### config.mk
export PLATFORM = sky130hd
export DESIGN_NAME = fat32_cluster_chain_reader_top
export DESIGN_NICKNAME = d
export VERILOG_FILES = /design/src/design/fccr_pkg.sv /design/src/design/fccr_datapath.sv /design/src/design/fccr_ctrl.sv /design/src/design/fat32_cluster_chain_reader_top.sv
export VERILOG_INCLUDE_DIRS = /design/src /design/src/design
export SDC_FILE = /design/constraint.sdc
export NUM_CORES = 2
export LEC_CHECK = 0
export ABC_AREA = 1
export BUFFER_PORTS_ARGS = -buffer_cell sky130_fd_sc_hd__buf_2
export CAP_MARGIN = 20
export CORE_MARGIN = 2
export CORE_UTILIZATION = 60
export DETAILED_ROUTE_END_ITERATION = 8
export PLACE_DENSITY = 0.75
export SLEW_MARGIN = 40
export SYNTH_ARGS = -nofsm -noshare
export SYNTH_HDL_FRONTEND = slang
export SYNTH_SLANG_ARGS = --single-unit
### constraint.sdc
create_clock -name aclk -period 10.1 [get_ports aclk]
set_clock_uncertainty 0.2 [all_clocks]
set_input_delay 2.02 -clock aclk [delete_from_list [all_inputs] [get_ports aclk]]
set_output_delay 2.02 -clock aclk [all_outputs]
set_load 0.02 [all_outputs]
### src/design/fat32_cluster_chain_reader_top_macros.svh
// Assertion macros used by the cluster chain reader controller.
`ifndef FAT32_CLUSTER_CHAIN_READER_TOP_MACROS_SVH
`define FAT32_CLUSTER_CHAIN_READER_TOP_MACROS_SVH

// Same-cycle implication, checked outside reset.
`define FCCR_ASSERT_NOW(lbl, ante, cons, msg) \
    lbl: assert property (@(posedge aclk) disable iff (!aresetn) (ante) |-> (cons)) \
        else $error(msg);

// Next-cycle implication, checked outside reset.
`define FCCR_ASSERT_NEXT(lbl, ante, cons, msg) \
    lbl: assert property (@(posedge aclk) disable iff (!aresetn) (ante) |=> (cons)) \
        else $error(msg);

`endif

### src/design/fccr_pkg.sv
// Types and constants shared by the cluster chain reader modules.
`timescale 1ns / 1ps

package fccr_pkg;

    localparam int unsigned MaxClusterBytes = 524288;
    localparam logic [27:0] ClusterMask = 28'hFFFFFFF;
    localparam logic [19:0] FatEntryBytes = 20'd4;

    typedef enum logic [1:0] {
        OP_START = 2'd0,
        OP_REPLY = 2'd1,
        OP_FAIL  = 2'd2
    } op_t;

    typedef enum logic [1:0] {
        KIND_DATA  = 2'd0,
        KIND_FAT   = 2'd1,
        KIND_DONE  = 2'd2,
        KIND_ERROR = 2'd3
    } kind_t;

    typedef enum logic [2:0] {
        CFG_BYTES_PER_SECTOR    = 3'd0,
        CFG_SECTORS_PER_CLUSTER = 3'd1,
        CFG_RESERVED_SECTORS    = 3'd2,
        CFG_FAT_COUNT           = 3'd3,
        CFG_FAT_SECTORS         = 3'd4
    } cfg_idx_t;

    typedef enum logic [3:0] {
        S_IDLE,
        S_DECODE,
        S_MUL1,
        S_MUL2,
        S_MUL3,
        S_WALK,
        S_DATA,
        S_NEXT,
        S_OUT_FIN,
        S_OUT_ERR
    } state_t;

    typedef struct packed {
        logic capture;
        logic start_init;
        logic load_reply;
        logic emit_data;
        logic emit_fat;
        logic emit_fin;
        logic emit_err;
    } fccr_cmd_t;

    typedef struct packed {
        logic [1:0] op;
        logic       is_dir;
        logic       len_zero;
        logic       at_eoc;
        logic       more;
        logic       out_free;
    } fccr_sts_t;

endpackage

### src/design/fccr_datapath.sv
// Datapath: configuration, walk state, address arithmetic and result register.
`timescale 1ns / 1ps

module fccr_datapath #(
    parameter int unsigned END_OF_CHAIN = 268435448
) (
    input  logic                aclk,
    input  logic                aresetn,
    input  logic                cfg_valid,
    input  logic [2:0]          cfg_index,
    input  logic [31:0]         cfg_data,
    input  logic [1:0]          s_tuser,
    input  logic [127:0]        s_tdata,
    output logic                m_tvalid,
    input  logic                m_tready,
    output logic [135:0]        m_tdata,
    output logic [1:0]          m_tuser,
    output logic                m_tlast,
    input  fccr_pkg::fccr_cmd_t cmd,
    output fccr_pkg::fccr_sts_t sts
);
    import fccr_pkg::*;

    localparam logic [27:0] EocValue = 28'(END_OF_CHAIN);

    // configuration
    logic [12:0] bps_reg;
    logic [7:0]  spc_reg;
    logic [15:0] res_reg;
    logic [7:0]  fcnt_reg;
    logic [31:0] fsec_reg;

    // captured request
    logic [1:0]  op_reg;
    logic [27:0] start_reg;
    logic [31:0] fsize_reg;
    logic [31:0] maxlen_reg;
    logic        dir_reg;
    logic [31:0] fatval_reg;

    // walk state
    logic [27:0] cluster_reg, cluster_next;
    logic [31:0] done_reg, done_next;
    logic [31:0] wanted_reg, wanted_next;

    // arithmetic stages
    logic [39:0] pfat_reg;
    logic [47:0] pclus_reg;
    logic [20:0] csz_full_reg;
    logic [28:0] fatbase_reg;
    logic [47:0] sum_reg;
    logic [19:0] csz_reg;
    logic [47:0] fataddr_reg;
    logic [47:0] daddr_reg;

    // result register
    logic        vld_reg;
    logic [1:0]  kind_reg;
    logic [47:0] addr_reg;
    logic [19:0] len_reg;
    logic [31:0] off_reg;
    logic [31:0] total_reg;
    logic        last_reg;

    logic [31:0] min_len;
    logic [31:0] remaining;
    logic [19:0] chunk;
    logic [47:0] clus_m2;

    always_ff @(posedge aclk) begin
        if (!aresetn) begin
            bps_reg  <= 13'd512;
            spc_reg  <= 8'd1;
            res_reg  <= 16'd32;
            fcnt_reg <= 8'd2;
            fsec_reg <= 32'd1;
        end else if (cfg_valid) begin
            case (cfg_idx_t'(cfg_index))
                CFG_BYTES_PER_SECTOR:    bps_reg  <= cfg_data[12:0];
                CFG_SECTORS_PER_CLUSTER: spc_reg  <= cfg_data[7:0];
                CFG_RESERVED_SECTORS:    res_reg  <= cfg_data[15:0];
                CFG_FAT_COUNT:           fcnt_reg <= cfg_data[7:0];
                CFG_FAT_SECTORS:         fsec_reg <= cfg_data;
                default: ;
            endcase
        end
    end

    always_ff @(posedge aclk) begin
        if (cmd.capture) begin
            op_reg     <= s_tuser;
            start_reg  <= s_tdata[27:0];
            fsize_reg  <= s_tdata[59:28];
            maxlen_reg <= s_tdata[91:60];
            dir_reg    <= s_tdata[92];
            fatval_reg <= s_tdata[124:93];
        end
    end

    assign min_len   = (fsize_reg < maxlen_reg) ? fsize_reg : maxlen_reg;
    assign remaining = wanted_reg - done_reg;
    assign chunk     = ({12'd0, csz_reg} < remaining) ? csz_reg : remaining[19:0];

    always_comb begin
        cluster_next = cluster_reg;
        done_next    = done_reg;
        wanted_next  = wanted_reg;
        if (cmd.start_init) begin
            done_next    = '0;
            wanted_next  = dir_reg ? '0 : min_len;
            cluster_next = (dir_reg || (min_len == '0)) ? '0 : start_reg;
        end else if (cmd.load_reply) begin
            cluster_next = fatval_reg[27:0] & ClusterMask;
        end else if (cmd.emit_data) begin
            done_next = done_reg + {12'd0, chunk};
        end
    end

    always_ff @(posedge aclk) begin
        if (!aresetn) begin
            cluster_reg <= '0;
            done_reg    <= '0;
            wanted_reg  <= '0;
        end else begin
            cluster_reg <= cluster_next;
            done_reg    <= done_next;
            wanted_reg  <= wanted_next;
        end
    end

    // Three register stages; the controller waits until the address is through.
    assign clus_m2 = {20'd0, cluster_reg} - 48'd2;

    always_ff @(posedge aclk) begin
        pfat_reg     <= 40'(fcnt_reg) * 40'(fsec_reg);
        pclus_reg    <= clus_m2 * 48'(spc_reg);
        csz_full_reg <= 21'(bps_reg) * 21'(spc_reg);
        fatbase_reg  <= 29'(res_reg) * 29'(bps_reg);

        sum_reg     <= 48'(res_reg) + 48'(pfat_reg) + pclus_reg;
        csz_reg     <= (32'(csz_full_reg) > MaxClusterBytes)
                       ? 20'(MaxClusterBytes) : csz_full_reg[19:0];
        fataddr_reg <= 48'(fatbase_reg) + {18'd0, cluster_reg, 2'b00};

        daddr_reg <= sum_reg * 48'(bps_reg);
    end

    always_ff @(posedge aclk) begin
        if (!aresetn) begin
            vld_reg <= 1'b0;
        end else if (cmd.emit_data || cmd.emit_fat || cmd.emit_fin || cmd.emit_err) begin
            vld_reg <= 1'b1;
        end else if (m_tready) begin
            vld_reg <= 1'b0;
        end
    end

    always_ff @(posedge aclk) begin
        if (cmd.emit_data) begin
            kind_reg  <= KIND_DATA;
            addr_reg  <= daddr_reg;
            len_reg   <= chunk;
            off_reg   <= done_reg;
            total_reg <= done_reg + {12'd0, chunk};
            last_reg  <= 1'b0;
        end else if (cmd.emit_fat) begin
            kind_reg  <= KIND_FAT;
            addr_reg  <= fataddr_reg;
            len_reg   <= FatEntryBytes;
            off_reg   <= '0;
            total_reg <= done_reg;
            last_reg  <= 1'b1;
        end else if (cmd.emit_fin || cmd.emit_err) begin
            kind_reg  <= cmd.emit_err ? KIND_ERROR : KIND_DONE;
            addr_reg  <= '0;
            len_reg   <= '0;
            off_reg   <= '0;
            total_reg <= done_reg;
            last_reg  <= 1'b1;
        end
    end

    assign m_tvalid = vld_reg;
    assign m_tuser  = kind_reg;
    assign m_tlast  = last_reg;
    assign m_tdata  = {4'd0, total_reg, off_reg, len_reg, addr_reg};

    assign sts.op       = op_reg;
    assign sts.is_dir   = dir_reg;
    assign sts.len_zero = (min_len == '0);
    assign sts.at_eoc   = (cluster_reg >= EocValue);
    assign sts.more     = (done_reg < wanted_reg);
    assign sts.out_free = !vld_reg || m_tready;

endmodule

### src/design/fccr_ctrl.sv
// Controller state machine that sequences one request through the datapath.
`timescale 1ns / 1ps

module fccr_ctrl (
    input  logic                aclk,
    input  logic                aresetn,
    input  logic                s_tvalid,
    output logic                s_tready,
    input  fccr_pkg::fccr_sts_t sts,
    output fccr_pkg::fccr_cmd_t cmd
);
    import fccr_pkg::*;

    state_t state_reg, state_next;
    logic   busy_reg, busy_next;

    always_ff @(posedge aclk) begin
        if (!aresetn) begin
            state_reg <= S_IDLE;
            busy_reg  <= 1'b0;
        end else begin
            state_reg <= state_next;
            busy_reg  <= busy_next;
        end
    end

    always_comb begin
        state_next = state_reg;
        busy_next  = busy_reg;
        cmd        = '0;
        s_tready   = 1'b0;
        case (state_reg)
            S_IDLE: begin
                s_tready = 1'b1;
                if (s_tvalid) begin
                    cmd.capture = 1'b1;
                    state_next  = S_DECODE;
                end
            end
            S_DECODE: begin
                case (sts.op)
                    OP_START: begin
                        cmd.start_init = 1'b1;
                        busy_next      = 1'b0;
                        if (sts.is_dir) begin
                            state_next = S_OUT_ERR;
                        end else if (sts.len_zero) begin
                            state_next = S_OUT_FIN;
                        end else begin
                            state_next = S_MUL1;
                        end
                    end
                    OP_REPLY: begin
                        if (busy_reg) begin
                            cmd.load_reply = 1'b1;
                            state_next     = S_MUL1;
                        end else begin
                            state_next = S_IDLE;
                        end
                    end
                    OP_FAIL: begin
                        busy_next  = 1'b0;
                        state_next = S_OUT_ERR;
                    end
                    default: state_next = S_IDLE;
                endcase
            end
            S_MUL1: state_next = S_MUL2;
            S_MUL2: state_next = S_MUL3;
            S_MUL3: state_next = S_WALK;
            S_WALK: begin
                if (sts.at_eoc) begin
                    busy_next  = 1'b0;
                    state_next = S_OUT_FIN;
                end else begin
                    state_next = S_DATA;
                end
            end
            S_DATA: begin
                if (sts.out_free) begin
                    cmd.emit_data = 1'b1;
                    state_next    = S_NEXT;
                end
            end
            S_NEXT: begin
                if (!sts.more) begin
                    busy_next  = 1'b0;
                    state_next = S_OUT_FIN;
                end else if (sts.out_free) begin
                    cmd.emit_fat = 1'b1;
                    busy_next    = 1'b1;
                    state_next   = S_IDLE;
                end
            end
            S_OUT_FIN: begin
                if (sts.out_free) begin
                    cmd.emit_fin = 1'b1;
                    state_next   = S_IDLE;
                end
            end
            S_OUT_ERR: begin
                if (sts.out_free) begin
                    cmd.emit_err = 1'b1;
                    state_next   = S_IDLE;
                end
            end
            default: state_next = S_IDLE;
        endcase
    end

`include "fat32_cluster_chain_reader_top_macros.svh"

    `FCCR_ASSERT_NEXT(a_accept_decodes, s_tvalid && s_tready, state_reg == S_DECODE, "accepted request not decoded")
    `FCCR_ASSERT_NOW(a_emit_needs_slot, cmd.emit_data || cmd.emit_fat || cmd.emit_fin || cmd.emit_err, sts.out_free, "result issued over an unread result")
    `FCCR_ASSERT_NOW(a_data_below_eoc, cmd.emit_data, !sts.at_eoc, "data read issued at end of chain")
    `FCCR_ASSERT_NEXT(a_busy_only_on_fat, !busy_reg && !cmd.emit_fat, !busy_reg, "busy set without a FAT entry request")

endmodule

### src/design/fat32_cluster_chain_reader_top.sv
// Top level of the FAT32 cluster chain reader: ports, controller and datapath.
`timescale 1ns / 1ps

// The block walks the cluster chain of one FAT32 file. Volume geometry is held
// in five registers written over the cfg_* channel (index 0 bytes per sector,
// 1 sectors per cluster, 2 reserved sectors, 3 FAT count, 4 sectors per FAT),
// which may only be written while the block is idle. A start request names
// the first cluster, file size, buffer limit and directory bit; for each
// cluster the block issues a data read request clipped to the bytes still
// wanted, then either a FAT entry read request (whose reply, op 1, carries the
// next cluster) or a finished result with the byte total. A directory, or a
// storage failure request (op 2), gives an error result. Requests are handled
// one at a time: a request is taken, then decoded in the next cycle; a start
// or reply that reaches a cluster then passes through the registered address
// multipliers and the end-of-chain check. A cluster past the end of the chain
// then gives a finished result; otherwise the data read request follows, then
// the FAT entry read request, or a finished result when no bytes are still
// wanted, each once the result side is ready; directory, empty-length,
// failure and ignored requests go from decode to a result or back to idle.
// The result register lets a new request in while the last result of the
// previous one still waits to be taken.
// Addresses are byte addresses, 48 bits wide, wrapping at that width.
module fat32_cluster_chain_reader_top #(
    parameter int unsigned END_OF_CHAIN = 268435448
) (
    input  logic         aclk,
    input  logic         aresetn,
    // configuration write channel
    input  logic         cfg_valid,
    output logic         cfg_ready,
    input  logic [2:0]   cfg_index,
    input  logic [31:0]  cfg_data,
    // input requests
    input  logic         s_tvalid,
    output logic         s_tready,
    input  logic [127:0] s_tdata,   // start_cluster[27:0], fsize[59:28],
                                    // max_len[91:60], is_directory[92],
                                    // fat_value[124:93], zero[127:125]
    input  logic [1:0]   s_tuser,   // op[1:0]
    // results
    output logic         m_tvalid,
    input  logic         m_tready,
    output logic [135:0] m_tdata,   // address[47:0], length[67:48],
                                    // buffer_offset[99:68], total_bytes[131:100],
                                    // zero[135:132]
    output logic [1:0]   m_tuser,   // kind[1:0]
    output logic         m_tlast    // last result caused by a request
);
    import fccr_pkg::*;

    fccr_cmd_t cmd;
    fccr_sts_t sts;

    // Registers are plain flip-flops, so every write is taken at once.
    assign cfg_ready = 1'b1;

    fccr_ctrl u_ctrl (
        .aclk     (aclk),
        .aresetn  (aresetn),
        .s_tvalid (s_tvalid),
        .s_tready (s_tready),
        .sts      (sts),
        .cmd      (cmd)
    );

    fccr_datapath #(
        .END_OF_CHAIN (END_OF_CHAIN)
    ) u_datapath (
        .aclk      (aclk),
        .aresetn   (aresetn),
        .cfg_valid (cfg_valid),
        .cfg_index (cfg_index),
        .cfg_data  (cfg_data),
        .s_tuser   (s_tuser),
        .s_tdata   (s_tdata),
        .m_tvalid  (m_tvalid),
        .m_tready  (m_tready),
        .m_tdata   (m_tdata),
        .m_tuser   (m_tuser),
        .m_tlast   (m_tlast),
        .cmd       (cmd),
        .sts       (sts)
    );

endmodule
# Word level (Yosys, flattened, before mapping)
# Cells that the tools add are included.
[word_totals] register_bits=735 inputBits=170 out_inout_bits=142 wordCells=151
[op_classes] add_sub_neg=6 multipliers=5 n_lt_le_gt_ge=5 eq_ne=20 n_mux=53 n_bitwise=2 n_reduce_logical=28
[ops] op="$mux 32" count=8
[ops] op="$mux 48" count=3
[ops] op="$mux 28" count=3
[ops] op="$mux 20" count=4
[ops] op="$lt 32x32->1" count=2
[ops] op="$add 48x48->48" count=1
[ops] op="$mul 48x13->48" count=1
[ops] op="$mul 48x8->48" count=1
[ops] op="$add 16x40->41" count=1
[ops] op="$mul 8x32->40" count=1
[ops] op="$pmux 4 s9" count=1
[ops] op="$add 32x20->32" count=1
[ops] op="$logic_not 32->1" count=1
[ops] op="$lt 20x32->1" count=1
[ops] op="$sub 32x32->32" count=1
[ops] op="$add 29x30->31" count=1
[ops] op="$mul 16x13->29" count=1
[ops] op="$sub 28x2->29 const B" count=1
[ops] op="$ge 28x28->1 const B" count=1
[ops] op="$mux 4" count=7
[ops] op="$mux 1" count=23
[ops] op="$gt 21x20->1 const B" count=1
[ops] op="$mul 13x8->21" count=1
[ops] op="$eq 4x3->1 const B" count=4
[ops] op="other kinds (24)" count=49

# Depth between registers and ports, before layout
[depth] depth_word=9 depth_mapped=41

# By module
# A second synthesis with hierarchy kept.
[unflattened] cells_unflattened=9050 hier_area_um2=73510.5
[by_module_without_submodules] mod="fccr_datapath" instances=1 cells_each=8960 area_per_inst_um2=73030.0 seq_area_each_um2=16625.9
[by_module_without_submodules] mod="fccr_ctrl" instances=1 cells_each=88 area_per_inst_um2=469.2 seq_area_each_um2=100.1
[by_module_without_submodules] mod="fat32_cluster_chain_reader_top" instances=1 cells_each=2 area_per_inst_um2=11.3 seq_area_each_um2=0.0

# Worst setup path after synthesis
# OpenSTA, ideal clock, no wires.
[synth_timing] path_type="input port to flip-flop" from="in s_tvalid" to="reg u_datapath.dir_reg, enable pin" arrival_ps=7127 slack_ps=2167 cell_stages=2 cell_sequence="inv_1 -> nor2_1"
[synth_rtl] element="from (decl)" line_no="fat32_cluster_chain_reader_top.sv:34" text="input logic s_tvalid,"
[synth_rtl] element="to (signal assigned)" line_no="fccr_datapath.sv:95" text="dir_reg <= s_tdata[92];"
[synth_rtl] element="to (decl)" line_no="fccr_datapath.sv:38" text="logic dir_reg;"

# Worst setup path in the final report
[layout_timing] from="reg u_datapath.cluster_reg[1]" to="reg u_datapath.pclus_reg[41]"
[layout_via] elab_chain_cells=2
[layout_rtl] element="from (decl)" line_no="fccr_datapath.sv:42" text="logic [27:0] cluster_reg, cluster_next;"
[layout_rtl] element="from (signal assigned)" line_no="fccr_datapath.sv:125" text="cluster_reg <= cluster_next;"
[layout_rtl] element="$sub 28x2->29" line_no="fccr_datapath.sv:132" text="assign clus_m2 = {20'd0, cluster_reg} - 48'd2;"
[layout_rtl] element="$mul 48x8->48" line_no="fccr_datapath.sv:136" text="pclus_reg <= clus_m2 * 48'(spc_reg);"
[layout_rtl] element="to (signal assigned)" line_no="fccr_datapath.sv:136"
[layout_rtl] element="to (decl)" line_no="fccr_datapath.sv:48" text="logic [47:0] pclus_reg;"
# Every way passes these cells.
# A chain may end at the register's enable or synchronous reset.

==> impl_metrics.py <==
metrics = {
    "clocking": {
        "clockRootBuffer": "clkbuf_16",
        "cts_buffers": 82,
        "cts_tree": "yes",
        "clock_latency_ns": 0.71,
        "clockBufferDepth": 3,
        "cts_hold_buf": 0,
        "cts_sinks": 718,
        "ctsResizeCount": 0,
        "h-tree-depth": 3,
        "clk_pin_slew_ns": 0.06,
        "postCtsSetupBuffers": 0,
    },
    "grt": {
        "grt_overflow": 0,
        "grt_first_pass_wirelength_um": 323800,
        "antenna_found_initial": 14,
        "grt_use_total_pct": 32.81,
        "grt_max_degree": 89,
        "grt_pass1_vias": 61130,
    },
    "placement": {
        "gp_congestion": 0.9610,
        "io_buffers": 299,
        "place_hpwl_um": 160200,
    },
    "worst_setup_path": {
        "cp-start-kind": "register",
        "endpoint_kind": "register",
        "cp_common_cell": "inv_1",
        "cp.required_ns": 10.49,
        "cp.arrival_ns": 7.87,
        "cpMaxStageDelayCell": "fa_1",
        "critPathKind": "reg2reg",
        "critical-path-max-stage-delay_ns": 0.58,
        "crit_fanout": 10,
    },
    "detailed_routing": {
        "first_pass_iters": 7,
        "vias": 59710,
        "finalWirelength_um": 202600,
        "drt_iter0_markers": 4887,
        "wl_per_cell_um": 18.75,
        "viasPerCell": 5.524,
        "drtAntennaViolNets": 0,
        "drc": 0,
    },
    "cells_and_area": {
        "fill_cells": 10240,
        "drive_above_1_share_pct": 6.017,
        "area_delta_synth_final_pct": 7.759,
        "regArea_mm2": 0.01696,
        "utilization_pct": 65.11,
        "multi_input_area_mm2": 0.04802,
        "layout.nets": 10780,
    },
    "synthesis": {
        "synthFlopType": "dfxtp_1",
        "synthSimpleGateAreaFrac_pct": 16.81,
        "synth-seq-cells": 718,
        "synth_top_family_by_area": "adder cells",
        "synth_adder_area_share_pct": 36.11,
        "async_reset_ff_share_pct": 0,
        "synth_mux_area_share_pct": 0,
        "synth_compound_area_share_pct": 8.182,
        "synth_edf_count": 255,
        "synthXorXnorAreaFrac_pct": 4.151,
        "yosys_warnings": 0,
        "syn_avg_cell_area_um2": 8.157,
        "syn_inst": 9004,
        "syn_area_mm2": 0.07345,
        "ys_types": 63,
        "seq_area_frac_synth_pct": 23.04,
    },
    "die": {
        "fp.dieW_um": 353.9,
        "rows": 128,
        "dieArea_mm2": 0.1252,
        "initial_core_util_pct": 60.42,
        "die-height_um": 353.9,
        "design.core.area_mm2": 0.1216,
        "ios": 312,
    },
    "power_and_ir_drop": {
        "netSwitchingPower_mw": 6.072,
        "p_per_area_mw_per_mm2": 170.8,
        "p_int_mw": 7.444,
        "p_clk_share_pct": 23.6,
        "seq_power_share_pct": 31.2,
        "peakVddDrop_mv": 0.1392,
        "leakagePower_nw": 40.22,
        "p_comb_share_pct": 45.3,
        "p_sw_share_pct": 44.93,
    },
    "timing": {
        "rsz0062_at_grt": "no",
        "clock.fmax_mhz": 133.7,
        "relSlewSlack_pct": 37.21,
        "setup_viol": 0,
        "period_share_pct": 74.06,
        "finalSetupTns_ns": 0,
        "post-route-min-period_ns": 7.480,
        "hold_viol": 0,
        "tightest_slew_ns": 0.9405,
        "drv_slew": 0,
    },
    "job": {
        "maxCapViolCount": 0,
    },
    "hold_path": {
        "worstHoldPathType": "reg2reg",
    },
    "status": {
        "status": "completed",
    },
}
==> synthesized netlist by cell type, types with 5 or more instances <==
library cell / count / area [µm²]
a21boi_0: 13 / 97.59
a21o_1: 21 / 157.7
a21oi_1: 444 / 2222
a22o_1: 31 / 271.5
a31oi_1: 78 / 488.0
buf_1: 54 / 202.7
buf_2: 13 / 65.06
buf_4: 12 / 90.09
clkbuf_1: 261 / 979.7
clkinv_1: 5 / 18.77
dfxtp_1: 463 / 9269
edfxtp_1: 255 / 7657
fa_1: 1025 / 20520
ha_1: 480 / 6006
inv_1: 1915 / 7188
nand2_1: 1999 / 7503
nand3_1: 162 / 810.8
nand3b_1: 34 / 255.2
nand4_1: 60 / 375.4
nor2_1: 718 / 2695
nor3_1: 58 / 290.3
nor4_1: 28 / 175.2
o211ai_1: 13 / 97.59
o21a_1: 30 / 225.2
o21ai_0: 371 / 1857
o21ai_1: 8 / 40.04
o21bai_1: 20 / 150.1
o221ai_1: 14 / 122.6
o31ai_1: 11 / 82.58
or2_2: 6 / 37.54
xnor2_1: 120 / 1051
xor2_1: 225 / 1971
==> layer usage <==
metal  share of wire [%]  global-route usage (%)  vias up
met5              0.0064                       0        -
met4                 4.9                   15.26        2
met3                 9.2                   6.912      491
met2                  46                   52.63     2638
met1                  40                   42.77    28930
li1                    -                       -    27650
==> final cells by class <==
class	count	share of cell area [%]
timing repair buffer	355	2.491
inverter	1924	9.131
multi-input combinational	6023	60.68
clock buffer	104	2.864
sequential	718	21.42
antenna	10	0.03162
tap	1625	2.569
clock inverter	50	0.8157
==> path summary, 6_finish.rpt <==
path                                                 from                        end  slack [ns]  cells past startpoint
worst max-delay path            u_datapath.cluster_reg[1]   u_datapath.pclus_reg[41]        2.62                     29
worst min-delay path            u_datapath.fatbase_reg[0]  u_datapath.fataddr_reg[0]        0.13                      0
worst max register to register  u_datapath.cluster_reg[1]   u_datapath.pclus_reg[41]        2.62                     29
worst min register to register  u_datapath.fatbase_reg[0]  u_datapath.fataddr_reg[0]        0.13                      0
==> power groups by stage <==
stage	registers (mW)	logic (mW)	clock network [mW]
after floorplan	3.69	4.46	0
after global placement	4.23	5.84	0
after detailed placement	4.24	5.98	0
after CTS	4.18	6.02	3.23
final	4.21	6.12	3.18
after global routing	4.23	6.87	3.33
==> worst max-delay path, delay by kind of cell (launching register included) <==
kind,cells,cell delay [ns]
and+or+nand+nor,10,1.90
xor gates and xnor gates,1,0.51
buffers and inverters,7,0.80
adders and majority gates,6,2.56
DFF,1,0.30
AOI/OAI and AO/OA,5,1.07
==> layout by cell type (no fill, tap or decap), types with 34 or more instances in the layout <==
cell type and instances:
fa_1 1025, nand2_1 1996, ha_1 480, buf_2 299
a31oi_1 78, buf_4 50, dfxtp_1 450, xor2_1 223
nand3_1 161, edfxtp_1 255, nand3b_1 34, a21oi_1 444
nand4_1 60, nor3_1 58, xnor2_1 119, inv_1 1909
nor2_1 716, o21ai_0 370, clkbuf_16 84
==> logic make-up after synthesis <==
logic type | count (synthesis)
fa+ha+maj | 1505
other cells | 2
compound gates | 1078
buf+inv | 2266
xor+xnor | 346
flops | 718
simple gates | 3089
==> stage by stage <==
stage	total power, mW	instance area (µm²)	setup WS (ns)	hold WS [ns]	std cells
floorplan	8.149	73460	2.167	0.1096	9007
finish	13.52	79150	2.620	0.1275	10810
global placement	10.07	76090	2.626	0.1148	10640
CTS	13.43	79090	2.437	0.1265	10800
global route	14.43	79140	2.171	0.1330	10810
detailed placement	10.21	76180	2.489	0.1128	10650
Note: power is estimated with default switching activity, not from simulation.
